$ cat config.mk
export PLATFORM = sky130hd
export DESIGN_NAME = tap_tempo_estimator
export DESIGN_NICKNAME = d
export VERILOG_FILES = /design/src/sv/tte_pkg.sv /design/src/sv/tte_ram.sv /design/src/sv/tap_tempo_estimator.sv
export SDC_FILE = /design/constraint.sdc
export NUM_CORES = 1
export LEC_CHECK = 0
export ABC_AREA = 1
export BUFFER_PORTS_ARGS = -buffer_cell sky130_fd_sc_hd__buf_2
export CAP_MARGIN = 20
export CORE_MARGIN = 2
export CORE_UTILIZATION = 55
export CTS_CLUSTER_DIAMETER = 60
export DETAILED_ROUTE_END_ITERATION = 8
export GPL_ROUTABILITY_DRIVEN = 0
export PLACE_DENSITY = 0.69
export SLEW_MARGIN = 10
export SYNTH_ARGS = -nofsm -noshare
export SYNTH_HDL_FRONTEND = slang
export SYNTH_SLANG_ARGS = --single-unit
$ cat constraint.sdc
create_clock -name clk -period 9.8 [get_ports clk]
set_clock_uncertainty 0.05 [all_clocks]
set_input_delay 1.96 -clock clk [delete_from_list [all_inputs] [get_ports clk]]
set_output_delay 1.96 -clock clk [all_outputs]
set_load 0.02 [all_outputs]
$ cat src/sv/tte_pkg.sv
package tte_pkg;

  // Register port
  localparam int CFG_IDX_W  = 2;
  localparam int CFG_DATA_W = 32;

  typedef enum logic [CFG_IDX_W-1:0] {
    REG_GAP_LIMIT    = 2'd0,
    REG_MIN_INTERVAL = 2'd1
  } reg_index_t;

  // Register widths and reset values
  localparam int GAP_W = 32;
  localparam int MIN_W = 20;
  localparam logic [GAP_W-1:0] GAP_LIMIT_RESET    = 32'd2000000;
  localparam logic [MIN_W-1:0] MIN_INTERVAL_RESET = 20'd100;

  // Result fields
  localparam int CENTI_W = 17;
  localparam int HELD_W  = 4;

  // Tempo scale: 60 s * 1e6 us/s * 100 centi-BPM, and the clamp limits
  localparam int CENTI_NUM_W = 33;
  localparam logic [CENTI_NUM_W-1:0] CENTI_NUM = 33'd6000000000;
  localparam logic [CENTI_W-1:0]     CENTI_MIN = 17'd2000;
  localparam logic [CENTI_W-1:0]     CENTI_MAX = 17'd99900;

endpackage

$ cat src/sv/tte_ram.sv
module tte_ram #(
  parameter int WIDTH = 32,
  parameter int DEPTH = 8
) (
  input  logic                     clk,
  input  logic                     we,
  input  logic [$clog2(DEPTH)-1:0] waddr,
  input  logic [WIDTH-1:0]         wdata,
  input  logic [$clog2(DEPTH)-1:0] raddr,
  output logic [WIDTH-1:0]         rdata
);

  logic [WIDTH-1:0] mem [DEPTH];

  // One write port, one registered read port.
  always_ff @(posedge clk) begin
    if (we) begin
      mem[waddr] <= wdata;
    end
    rdata <= mem[raddr];
  end

endmodule

$ cat src/sv/tap_tempo_estimator.sv
// Tap tempo estimator: one result item per accepted tap item.
// Each tap passes gap check, drop, write, span, check, division when there is a tempo, and finish;
// the restoring divider takes one quotient bit per cycle, NUM_W = 33 + clog2(MAX_TAPS).
// A new tap is taken only once the last result is loaded; tap_stall stays high until then.
// rst is synchronous, active high: the window empties and the registers return to defaults.
// The tap window RAM is not cleared; only entries written since the last restart are used.
module tap_tempo_estimator #(
  parameter int MAX_TAPS  = 8,
  parameter int TIME_BITS = 32
) (
  input  logic                                  clk,
  input  logic                                  rst,
  // Configuration
  input  logic                                  cfg_we,
  input  logic [tte_pkg::CFG_IDX_W-1:0]         cfg_index,
  input  logic [tte_pkg::CFG_DATA_W-1:0]        cfg_data,
  // Tap channel
  input  logic                                  tap_valid,
  output logic                                  tap_stall,
  input  logic [31:0]                           tap_time_us,
  // Result channel
  output logic                                  res_valid,
  input  logic                                  res_stall,
  output logic [tte_pkg::CENTI_W-1:0]           bpm_centi,
  output logic                                  tempo_valid,
  output logic [tte_pkg::HELD_W-1:0]            taps_held
);

  localparam int AW     = $clog2(MAX_TAPS);
  localparam int CNT_W  = $clog2(MAX_TAPS + 1);
  localparam int SUM_W  = CNT_W + 1;
  localparam int NUM_W  = tte_pkg::CENTI_NUM_W + $clog2(MAX_TAPS);
  localparam int DCNT_W = $clog2(NUM_W + 1);
  localparam int GW     = (TIME_BITS > tte_pkg::GAP_W) ? TIME_BITS : tte_pkg::GAP_W;
  localparam int MP_W   = tte_pkg::MIN_W + CNT_W;
  localparam int CW     = (TIME_BITS > MP_W) ? TIME_BITS : MP_W;

  typedef enum logic [2:0] {
    S_IDLE,
    S_GAP,
    S_DROP,
    S_WRITE,
    S_SPAN,
    S_CHECK,
    S_DIV,
    S_FINISH
  } state_t;

  state_t state;

  // Configuration registers
  logic [tte_pkg::GAP_W-1:0] gap_limit;
  logic [tte_pkg::MIN_W-1:0] min_interval;

  // Window control
  logic [CNT_W-1:0]     count;
  logic [AW-1:0]        head;
  logic [TIME_BITS-1:0] last_time;
  logic [TIME_BITS-1:0] t_reg;

  // Datapath registers
  logic [TIME_BITS-1:0] span;
  logic [MP_W-1:0]      min_prod;
  logic [NUM_W-1:0]     num;
  logic [TIME_BITS-1:0] rem;
  logic [DCNT_W-1:0]    div_cnt;
  logic                 has_tempo;

  // Combinational helpers
  logic [TIME_BITS+31:0] t_ext;
  logic [TIME_BITS-1:0]  t_in;
  logic [TIME_BITS-1:0]  gap;
  logic                  gap_hit;
  logic [SUM_W-1:0]      wr_sum;
  logic [AW-1:0]         wr_addr;
  logic [AW-1:0]         head_next;
  logic [CNT_W-1:0]      n_val;
  logic [TIME_BITS-1:0]  ram_rdata;
  logic                  ram_we;
  logic                  too_short;
  logic [TIME_BITS+1:0]  trial;
  logic                  borrow;
  logic [tte_pkg::CENTI_W-1:0] centi_clamped;
  logic [CNT_W+tte_pkg::HELD_W-1:0] cnt_ext;

  // Tap time taken modulo 2^TIME_BITS.
  assign t_ext = {{TIME_BITS{1'b0}}, tap_time_us};
  assign t_in  = t_ext[TIME_BITS-1:0];

  // Gap since the newest tap, compared at the wider of the two widths.
  assign gap     = t_reg - last_time;
  assign gap_hit = (count != '0) && (GW'(gap) > GW'(gap_limit));

  // Circular window: the newest entry goes at head + count.
  assign wr_sum  = SUM_W'(head) + SUM_W'(count);
  assign wr_addr = (wr_sum >= SUM_W'(MAX_TAPS)) ? AW'(wr_sum - SUM_W'(MAX_TAPS))
                                                : AW'(wr_sum);
  assign head_next = (head == AW'(MAX_TAPS - 1)) ? '0 : head + AW'(1);
  assign ram_we    = (state == S_WRITE);

  assign n_val     = count - CNT_W'(1);
  assign too_short = (count < CNT_W'(2)) || (CW'(span) <= CW'(min_prod));

  // One restoring division step per cycle.
  assign trial  = {1'b0, rem, num[NUM_W-1]} - {2'b00, span};
  assign borrow = trial[TIME_BITS+1];

  // Clamp the quotient into the reported tempo range.
  always_comb begin
    if (num > NUM_W'(tte_pkg::CENTI_MAX)) begin
      centi_clamped = tte_pkg::CENTI_MAX;
    end else if (num < NUM_W'(tte_pkg::CENTI_MIN)) begin
      centi_clamped = tte_pkg::CENTI_MIN;
    end else begin
      centi_clamped = num[tte_pkg::CENTI_W-1:0];
    end
  end

  assign cnt_ext = {{tte_pkg::HELD_W{1'b0}}, count};

  tte_ram #(
    .WIDTH (TIME_BITS),
    .DEPTH (MAX_TAPS)
  ) u_window (
    .clk   (clk),
    .we    (ram_we),
    .waddr (wr_addr),
    .wdata (t_reg),
    .raddr (head),
    .rdata (ram_rdata)
  );

  // Configuration writes.
  always_ff @(posedge clk) begin
    if (rst) begin
      gap_limit    <= tte_pkg::GAP_LIMIT_RESET;
      min_interval <= tte_pkg::MIN_INTERVAL_RESET;
    end else if (cfg_we) begin
      case (cfg_index)
        tte_pkg::REG_GAP_LIMIT:    gap_limit    <= cfg_data[tte_pkg::GAP_W-1:0];
        tte_pkg::REG_MIN_INTERVAL: min_interval <= cfg_data[tte_pkg::MIN_W-1:0];
        default: ;
      endcase
    end
  end

  // Sequencer, window control and result register.
  always_ff @(posedge clk) begin
    if (rst) begin
      state     <= S_IDLE;
      tap_stall <= 1'b0;
      res_valid <= 1'b0;
      count     <= '0;
      head      <= '0;
    end else begin
      if (res_valid && !res_stall && state != S_FINISH) begin
        res_valid <= 1'b0;
      end
      case (state)
        S_IDLE: begin
          if (tap_valid) begin
            t_reg     <= t_in;
            tap_stall <= 1'b1;
            state     <= S_GAP;
          end
        end
        // A long gap or a timestamp going backwards restarts the window.
        S_GAP: begin
          if (gap_hit) begin
            count <= '0;
          end
          state <= S_DROP;
        end
        // A full window drops its oldest tap.
        S_DROP: begin
          if (count == CNT_W'(MAX_TAPS)) begin
            head  <= head_next;
            count <= count - CNT_W'(1);
          end
          state <= S_WRITE;
        end
        // Store the tap; the oldest entry is read at head meanwhile.
        S_WRITE: begin
          count     <= count + CNT_W'(1);
          last_time <= t_reg;
          state     <= S_SPAN;
        end
        S_SPAN: begin
          span     <= t_reg - ram_rdata;
          min_prod <= MP_W'(min_interval) * MP_W'(n_val);
          num      <= NUM_W'(tte_pkg::CENTI_NUM) * NUM_W'(n_val);
          state    <= S_CHECK;
        end
        S_CHECK: begin
          rem     <= '0;
          div_cnt <= DCNT_W'(NUM_W);
          if (too_short) begin
            has_tempo <= 1'b0;
            state     <= S_FINISH;
          end else begin
            has_tempo <= 1'b1;
            state     <= S_DIV;
          end
        end
        // The numerator shifts out at the top while quotient bits shift in.
        S_DIV: begin
          if (!borrow) begin
            rem <= trial[TIME_BITS-1:0];
          end else begin
            rem <= {rem[TIME_BITS-2:0], num[NUM_W-1]};
          end
          num     <= {num[NUM_W-2:0], !borrow};
          div_cnt <= div_cnt - DCNT_W'(1);
          if (div_cnt == DCNT_W'(1)) begin
            state <= S_FINISH;
          end
        end
        // Load the result once the result register is free.
        S_FINISH: begin
          if (!res_valid || !res_stall) begin
            res_valid   <= 1'b1;
            bpm_centi   <= has_tempo ? centi_clamped : '0;
            tempo_valid <= has_tempo;
            taps_held   <= cnt_ext[tte_pkg::HELD_W-1:0];
            tap_stall   <= 1'b0;
            state       <= S_IDLE;
          end
        end
        default: begin
          state <= S_IDLE;
        end
      endcase
    end
  end

endmodule

Word level (Yosys, flattened, before mapping)
Memories as Yosys holds them, arrays and structs flattened. A register that Yosys moved wholly into a read port is not among the register bits. Index checks and enable logic that the tools add are counted.

Memories kept: 1. Logic and storage cells: 112. Bits in writable memories: 256. Input port bits: 71. Output and inout port bits: 24. Flip-flop bits (word level): 281.

Bitwise operators: 2. Reduce and logical (&&, ||, !) cells: 30. Mux-type cells: 25. Magnitude comparators: 6. $mul: 2. Equal/unequal tests: 17. Add/subtract/negate cells: 9.

Memory list: u_window.mem (words 8, bits a word 32, read ports 1, clocked after memory_dff 1, write ports 1, line tte_ram.sv:13) `logic [WIDTH-1:0] mem [DEPTH];`.

Operators with widths (count): one-hot mux 36 bit (2 select lines) (1); one-hot mux 32 bit (2 select lines) (1); subtractor 32 bit (2); greater-than comparator 36 x 17 -> 1 bit (second input constant) (1); < comparator 36 x 11 -> 1 bit (second input constant) (1); two-way mux 17 bit (2); subtractor 33 x 32 -> 34 bit (1); greater-than comparator 32 bit (1); <= comparator 32 x 24 -> 1 bit (1); two-way mux 32 bit (1); multiplier 23 x 4 -> 26 bit (first input constant) (1); multiplier 20 x 4 -> 24 bit (1); one-hot mux 3 bit (8 select lines) (1); AND reduction 2 bit (8); == test 3 bit (second input constant) (5); two-way mux 3 bit (5); AND reduction 3 bit (5); one-hot mux 4 bit (3 select lines) (1); one-hot mux 6 bit (2 select lines) (1); != test 2 bit (second input constant) (5); two-way mux 1 bit (9); two-way mux 4 bit (2); == test 3 x 2 -> 1 bit (second input constant) (2); == test 6 x 1 -> 1 bit (second input constant) (1); 24 further kinds (32).

Longest topological paths before layout
Gate-level depths: netlist of run 1.

Word-level depth: 6. Mapped depth: 28. Depth with buffers taken out: 28.

Cells and area by module
Synthesis of run 1 repeated with hierarchy kept, for this count alone.

Cell total of the unflattened synthesis: 3724. Area total of the unflattened synthesis: 32795.2 um2.

Modules (own cells, without submodules): tap_tempo_estimator (area an instance 20922.6 um2, sequential area each 7797.5 um2, cells each 2568, instances 1); tte_ram (area an instance 11872.6 um2, sequential area each 8328.0 um2, cells each 1156, instances 1).

Worst setup path before layout of run 1
Ideal clock, no wire load.

Path type: input -> register. Start: in rst. End: reg min_prod[0] (enable). Path slack: 3.168 ns. Path buffers: 1. Data required time: 9.211 ns. Arrival: 6.044 ns. Library setup time: 0.539 ns. Cell stages on the path: 2. Cell sequence: clkbuf_1 nor3_1.

Word-level cells in the longest chain between the ends: 2.

RTL lines: from (decl) (line tap_tempo_estimator.sv:12) `input logic rst,`; NOT 1 bit (no line); AND reduction 2 bit (no line); to (signal assigned) (line tap_tempo_estimator.sv:190) `min_prod <= MP_W'(min_interval) * MP_W'(n_val);`; to (decl) (line tap_tempo_estimator.sv:63) `logic [MP_W-1:0] min_prod;`.

Every way passes these cells. A chain may end at the register's enable or synchronous reset.

Worst setup path after layout of run 1
Start: reg count[0]. End: reg min_prod[16] (data pin).

Word-level cells in the longest chain between the ends: 2.

RTL lines: from (decl) (line tap_tempo_estimator.sv:56) `logic [CNT_W-1:0] count;`; from (signal assigned) (line tap_tempo_estimator.sv:178) `count <= count - CNT_W'(1);`; from (signal assigned) (line tap_tempo_estimator.sv:184) `count <= count + CNT_W'(1);`; subtractor 4 x 1 -> 4 bit (line tap_tempo_estimator.sv:101) `assign n_val = count - CNT_W'(1);`; multiplier 20 x 4 -> 24 bit (line tap_tempo_estimator.sv:190).

Every way passes these cells.

==> results of run 1 <==
==> cell families (layout without fill, tap and decap cells) <==
kind of cell / Yosys count / in the layout / share of synthesized area
AND/OR/NAND/NOR: 1142 / 1142 / 0.148
XOR/XNOR: 106 / 106 / 0.0297
AO/OA/AOI/OAI: 723 / 723 / 0.126
flip-flops: 569 / 569 / 0.516
buffers and inverters: 527 / 686 / 0.0646
adder cells (fa/ha/maj): 259 / 259 / 0.115
==> layer usage <==
metal | track usage | up-vias | wire (um)
met1 | 0.339 | 11419 | 32200
met3 | 0.0367 | 171 | 4650
li1 | - | 11546 | -
met5 | 0 | - | 0
met4 | 0.0930 | 0 | 2810
met2 | 0.428 | 818 | 36200
==> path summary, 6_finish.rpt <==
check | startpoint | endpoint | slack [ns] | depth (start not counted)
max | count[0]$_SDFFE_PP0P_ | min_prod[16]$_DFFE_PP_ | 3.71 | 19
min | gap_limit[31]$_SDFFE_PP0P_ | gap_limit[31]$_SDFFE_PP0P_ | 0.41 | 2
max reg2reg | count[0]$_SDFFE_PP0P_ | min_prod[16]$_DFFE_PP_ | 3.71 | 19
min reg2reg | gap_limit[31]$_SDFFE_PP0P_ | gap_limit[31]$_SDFFE_PP0P_ | 0.41 | 2
==> worst max-delay path, delay by kind of cell, from the launching register on <==
| family | cells | cell delay [ns] |
|---|---|---|
| xor+xnor | 1 | 0.15 |
| fa+ha+maj | 4 | 1.92 |
| buf+inv | 5 | 1.29 |
| compound gates | 4 | 0.81 |
| flops | 1 | 0.99 |
| simple gates | 5 | 0.61 |
==> area by class of cell <==
type	instances	area [um^2]
well taps	756	946
multi-input cells	2230	13200
flip-flops and latches	569	16100
inverters	440	1650
clock buffers	84	1640
clock inverters	29	327
repair buffers	133	778
fillers	4659	21600
==> synth_stat cells (2+ instances only) <==
cell type | n | area share
nand2_1 | 474 | 0.057
clkinv_1 | 3 | 0.00036
o21bai_1 | 16 | 0.0038
o22ai_1 | 35 | 0.0070
o21ai_1 | 46 | 0.0074
nor2_1 | 492 | 0.059
edfxtp_1 | 473 | 0.45
a22oi_1 | 2 | 0.00048
o21ai_2 | 4 | 0.0011
inv_2 | 3 | 0.00036
xor2_1 | 65 | 0.018
a21boi_0 | 3 | 0.00072
nand2_2 | 4 | 0.00080
a31oi_1 | 46 | 0.0092
clkbuf_1 | 67 | 0.0080
a21oi_2 | 2 | 0.00056
nor3_1 | 33 | 0.0053
fa_1 | 47 | 0.030
buf_1 | 8 | 0.00096
a31o_2 | 2 | 0.00056
a221oi_1 | 3 | 0.00084
o31ai_1 | 2 | 0.00048
nand3b_1 | 5 | 0.0012
a21boi_1 | 2 | 0.00048
buf_6 | 4 | 0.0014
nor4_1 | 10 | 0.0020
buf_2 | 8 | 0.0013
xnor2_1 | 41 | 0.011
o21ai_0 | 263 | 0.042
nand3_1 | 84 | 0.013
o221ai_1 | 3 | 0.00084
nor2_2 | 6 | 0.0012
o21a_1 | 7 | 0.0017
nor2_4 | 2 | 0.00072
a21o_1 | 16 | 0.0038
nand4_1 | 24 | 0.0048
or2_2 | 2 | 0.00040
ha_1 | 212 | 0.085
a21oi_1 | 252 | 0.040
inv_1 | 434 | 0.052
o211ai_1 | 17 | 0.0041
dfxtp_1 | 96 | 0.062
==> stage by stage <==
step	total power [mW]	worst slack [ns]	hold slack, ns	cells
floorplan	5.16	3.17	0.382	3326
global placement	5.78	3.94	0.401	4125
detailed placement	5.85	3.80	0.405	4126
CTS	8.12	3.75	0.413	4239
global route	8.65	3.17	0.436	4241
finish	8.13	3.71	0.413	4241
==> power by group <==
group	switching (mW)	total (mW)	internal, mW	leakage [nW]
logic	1.82	2.89	1.07	8.42
registers	0.0755	2.97	2.89	5.06
clock network	0.959	2.27	1.31	0.948
total	2.86	8.13	5.27	14.4
==> flow_summary.ini, run 1 <==
[cts]
ctsResizeCount = 0
numCtsBuffers = 60
insertion_delay_ns = 0.64
cts_sinks = 569
clockBufferDepth = 3
cts_tree = done
cts_hold_buffers = 0
root_buffer = clkbuf_16
cts.clk_slew.worst_paths_ns = 0.06
htree_levels = 2
cts_setup_buffers = 0

[logic_synthesis]
ys_seq_area_frac = 0.516
yosysWarnings = 0
synthCells = 3326
ys.flop_type = edfxtp_1
syn-num-nets = 3656
async_flop_share = 0
syn-cell-area_mm2 = 0.0312
synth_area_per_cell_um2 = 9.39
synth_edf_count = 473
synth-seq-cells = 569
synth_cell_type_count = 50

[grt]
grt_usage = 0.255
gr-total-overflow = 0
grt_first_pass_wirelength_mm = 120
antenna_found_initial = 0
grt_max_degree = 86
grt_pass1_vias = 23053

[drt]
drt_wl_total_mm = 75.9
drtIter0Drc = 2279
wl_per_cell_um = 17.9
drc = 0
ant_nets = 0
dr.pass1.iters = 6
via_per_inst = 5.65
via_count = 23954

[sta]
maxSlewHeadroom = 0.313
min_period_over_period = 0.621
grt_setup_unrepaired = no
report.final.slew_viol_count = 0
post-route-min-period_ns = 6.09
tns_ns = 0
tightestPinTransition_ns = 1.03
clock.fmax_ghz = 0.164
setup_viol = 0
hold_viol_final = 0

[cells_and_area]
largest_register = u_window.mem
largest_reg_flops = 256
nets = 3764
drive_gt1_frac = 0.0778
final_common_cell = nor2_1
layout_common_cells = 481 x nor2_1, 474 x nand2_1, 473 x edfxtp_1
final_area_mm2 = 0.0347
antenna_cells = 0
reg_top3 = u_window.mem (256), num (36)
syn2layout_area_growth_pct = 11.0
fin_util = 0.616

[power]
ir_worst_vdd_mv = 0.222
leakage_nw = 14.4
pwr_density_cell_mw_per_mm2 = 234

[setup_path]
path_cells = inv_1 > ha_1 > nand2_1 > nand2_1 > inv_1 > nand2_1 > fa_1 > fa_1 > inv_1 > fa_1 > nand2_1 > nand3_1 > o21ai_1 > inv_1 > a21oi_1 > inv_1 > a21oi_1 > o21ai_1 > xor2_1
cp-start-kind = flip-flop
cp.arrival_ns = 6.41
path_common_cell = inv_1
cp_max_fo = 26
crit_path_max_incr_delay_ns = 0.99
required_ns = 10.12
crit_path_top_delay_cell = dfxtp_1
path_class = reg -> reg
endpoint_kind = flip-flop

[placed_design]
dpl.hpwl_mm = 53.4
portBuffers = 94
detailed_place.area_mm2 = 0.0327

[floorplanning]
core-area_mm2 = 0.0563
start_util = 0.555
placementRows = 87
num_io_pins = 95
dieArea_mm2 = 0.0587
die_y_um = 242
die_w_um = 242

[status]
status = completed

[worst_hold_path]
hold_class = reg -> reg

[job]
maxCapViolations = 0
Power figures use the tool's default switching activity.
==> run 2, diff against run 1 <==
Settings changed: ABC_AREA 1 to 0, PLACE_DENSITY 0.69 to 0.72.
Clock period 9.8 ns to 5.6 ns, I/O delays scaled along.
==> run 2 against run 1 <==
Core utilization increased by 0.058 points; power is 20% higher; via count is 17% lower; largest power group unchanged.
==> flow_summary.ini, run 2 <==
[status]
status = completed

[logic_synthesis]
async_flop_share = 0
netlist_top_cells_area = edfxtp_1 47%, ha_1 8.7%, dfxtp_1 6.3%, mux4_2 4.7%, inv_1 3.2%
synthDominantCellAreaShare = 0.466
synth_cell_type_count = 85
synthCells = 2540
synth_edf_count = 473
ys_seq_area_frac = 0.529
ys.flop_type = edfxtp_1
yosysWarnings = 0
syn-cell-area_mm2 = 0.0305
synth_common_cells = 473 x edfxtp_1, 258 x inv_1, 233 x nand2_1, 212 x ha_1, 182 x a21oi_1
synth-seq-cells = 569
synth_area_per_cell_um2 = 12.0
synth_top_area_cell = edfxtp_1
syn-num-nets = 2870
synth.most_common_cell = edfxtp_1

[cells_and_area]
final_common_cell = edfxtp_1
drive_gt1_frac = 0.141
reg_top3 = u_window.mem (256), num (36)
fin_util = 0.617
largest_register = u_window.mem
largest_reg_flops = 256
fill_cells = 4238
nets = 2983
syn2layout_area_growth_pct = 11.2
antenna_cells = 0
multi_input_comb_area_mm2 = 0.0132
register_area_mm2 = 0.0161
layout_common_cells = 473 x edfxtp_1, 258 x inv_1, 233 x nand2_1

[cts]
htree_levels = 2
cts.clk_slew.worst_paths_ns = 0.06
cts_hold_buffers = 0
numCtsBuffers = 59
clockBufferDepth = 3
insertion_delay_ns = 0.64
cts_tree = done
cts_sinks = 569
root_buffer = clkbuf_16

[placed_design]
dpl.hpwl_mm = 49.2
portBuffers = 94
dp_slack_ns = 0.470

[sta]
clock.fmax_ghz = 0.196
maxSlewHeadroom = 0.293
tns_ns = 0
min_period_over_period = 0.910
tightestPinTransition_ns = 1.06
setup_viol = 0
post-route-min-period_ns = 5.10
fin_ws_ns = 0.502
report.final.slew_viol_count = 0
holdWs_ns = 0.406
grt_setup_unrepaired = no
hold_viol_final = 0

[setup_path]
cp.arrival_ns = 5.42
required_ns = 5.92
endpoint_kind = flip-flop
cp_max_fo = 13
path_class = reg -> reg
cp-start-kind = flip-flop

[worst_hold_path]
hold_class = reg -> reg

[grt]
grt_pass1_vias = 20029
gr-total-overflow = 0
grt_usage = 0.249
grt_first_pass_wirelength_mm = 110
grt_max_degree = 67
antenna_found_initial = 0

[drt]
via_per_inst = 5.76
drtIter0Drc = 1501
dr.pass1.iters = 5
ant_nets = 0
via_count = 19870
wl_per_cell_um = 20.3
drt_wl_total_mm = 69.9
drc = 0

[floorplanning]
num_io_pins = 95
placementRows = 86
dieArea_mm2 = 0.0573
die_w_um = 239
start_util = 0.554
core-area_mm2 = 0.0550
die_y_um = 239

[power]
pwr_density_cell_mw_per_mm2 = 288
leakage_nw = 13.3
ir_worst_vdd_mv = 0.431

[job]
maxCapViolations = 0
-- run 2: cell count changes after synthesis, sizes merged, moves of 64 or more --
cell / change
o21ai: -235
mux4: +64
nand3: -66
nand2: -245
nor2: -336
inv: -178
a21oi: -65
-- run 2: critical path, cell delays in order (launching register included) --
cell      delay (ns)
dfxtp_1         0.32
inv_1           0.09
ha_1            0.21
nand2_1         0.06
nand2_1         0.09
xnor2_2         0.58
nand2_1         0.17
fa_1            0.53
fa_1            0.55
inv_1           0.07
fa_1            0.46
a21o_1          0.17
a21oi_1         0.22
nor2b_1         0.09
o21ai_0         0.27
o21bai_1        0.18
a211oi_1        0.35
o31ai_1         0.12
a21oi_1         0.20
xnor2_1         0.08
-- run 2: power breakdown --
part | total, mW | internal, mW | switching [mW]
registers | 4.75 | 4.68 | 0.0657
logic | 1.17 | 0.481 | 0.688
clock network | 3.86 | 2.24 | 1.62
-- run 2: worst paths after layout --
kind,from,end,slack (ns),cells after the start
setup reg to reg,count[1]$_SDFFE_PP0P_,min_prod[22]$_DFFE_PP_,0.50,19
hold / removal,gap_limit[28]$_SDFFE_PP0P_,gap_limit[28]$_SDFFE_PP0P_,0.41,2
hold reg to reg,gap_limit[28]$_SDFFE_PP0P_,gap_limit[28]$_SDFFE_PP0P_,0.41,2
setup / recovery,count[1]$_SDFFE_PP0P_,min_prod[22]$_DFFE_PP_,0.50,19
-- run 2: what timing repair did --
item | in CTS | in global routing
buffers inserted | 0 | 0
resized for setup | 0 | 1
setup endpoints to repair | 0 | 4
endpoints found under the hold margin | 0 | 0
-- run 2: cells by family (layout without fill, tap and decap cells) --
family,after synthesis,after routing,synth area share
and+or+nand+nor,627,627,0.0957
DFF,569,569,0.529
AOI/OAI and AO/OA,497,497,0.110
buffers and inverters,340,502,0.0430
adders and majority gates,259,259,0.118
xor gates and xnor gates,126,126,0.0362
muxes,122,122,0.0677
-- run 2: cell type report --
| class | instances | share of cell area |
|---|---|---|
| Clock buffer | 82 | 0.0473 |
| Clock inverter | 28 | 0.00934 |
| Inverter | 259 | 0.0287 |
| Multi-Input combinational cell | 1631 | 0.388 |
| Sequential cell | 569 | 0.476 |
| Tap cell | 748 | 0.0276 |
| Timing Repair Buffer | 133 | 0.0231 |
-- run 2: layer usage --
| metal | routed length, um | vias to the layer above | part of all wire | GRT usage |
|---|---|---|---|---|
| met2 | 34200 | 541 | 0.49 | 0.425 |
| li1 | - | 9378 | - | - |
| met1 | 30000 | 9799 | 0.43 | 0.327 |
| met4 | 2670 | 0 | 0.038 | 0.0972 |
| met3 | 3050 | 152 | 0.044 | 0.0284 |
| met5 | 0 | - | 0 | 0 |
-- run 2: through the flow --
step                      cells  cell area [um^2]  total power, mW
after floorplan            2540             30500             5.66
after global placement     3338             31900             5.95
after detailed placement   3339             32000             6.00
after CTS                  3449             33900             9.84
after global routing       3450             33900             10.1
final                      3450             33900             9.78
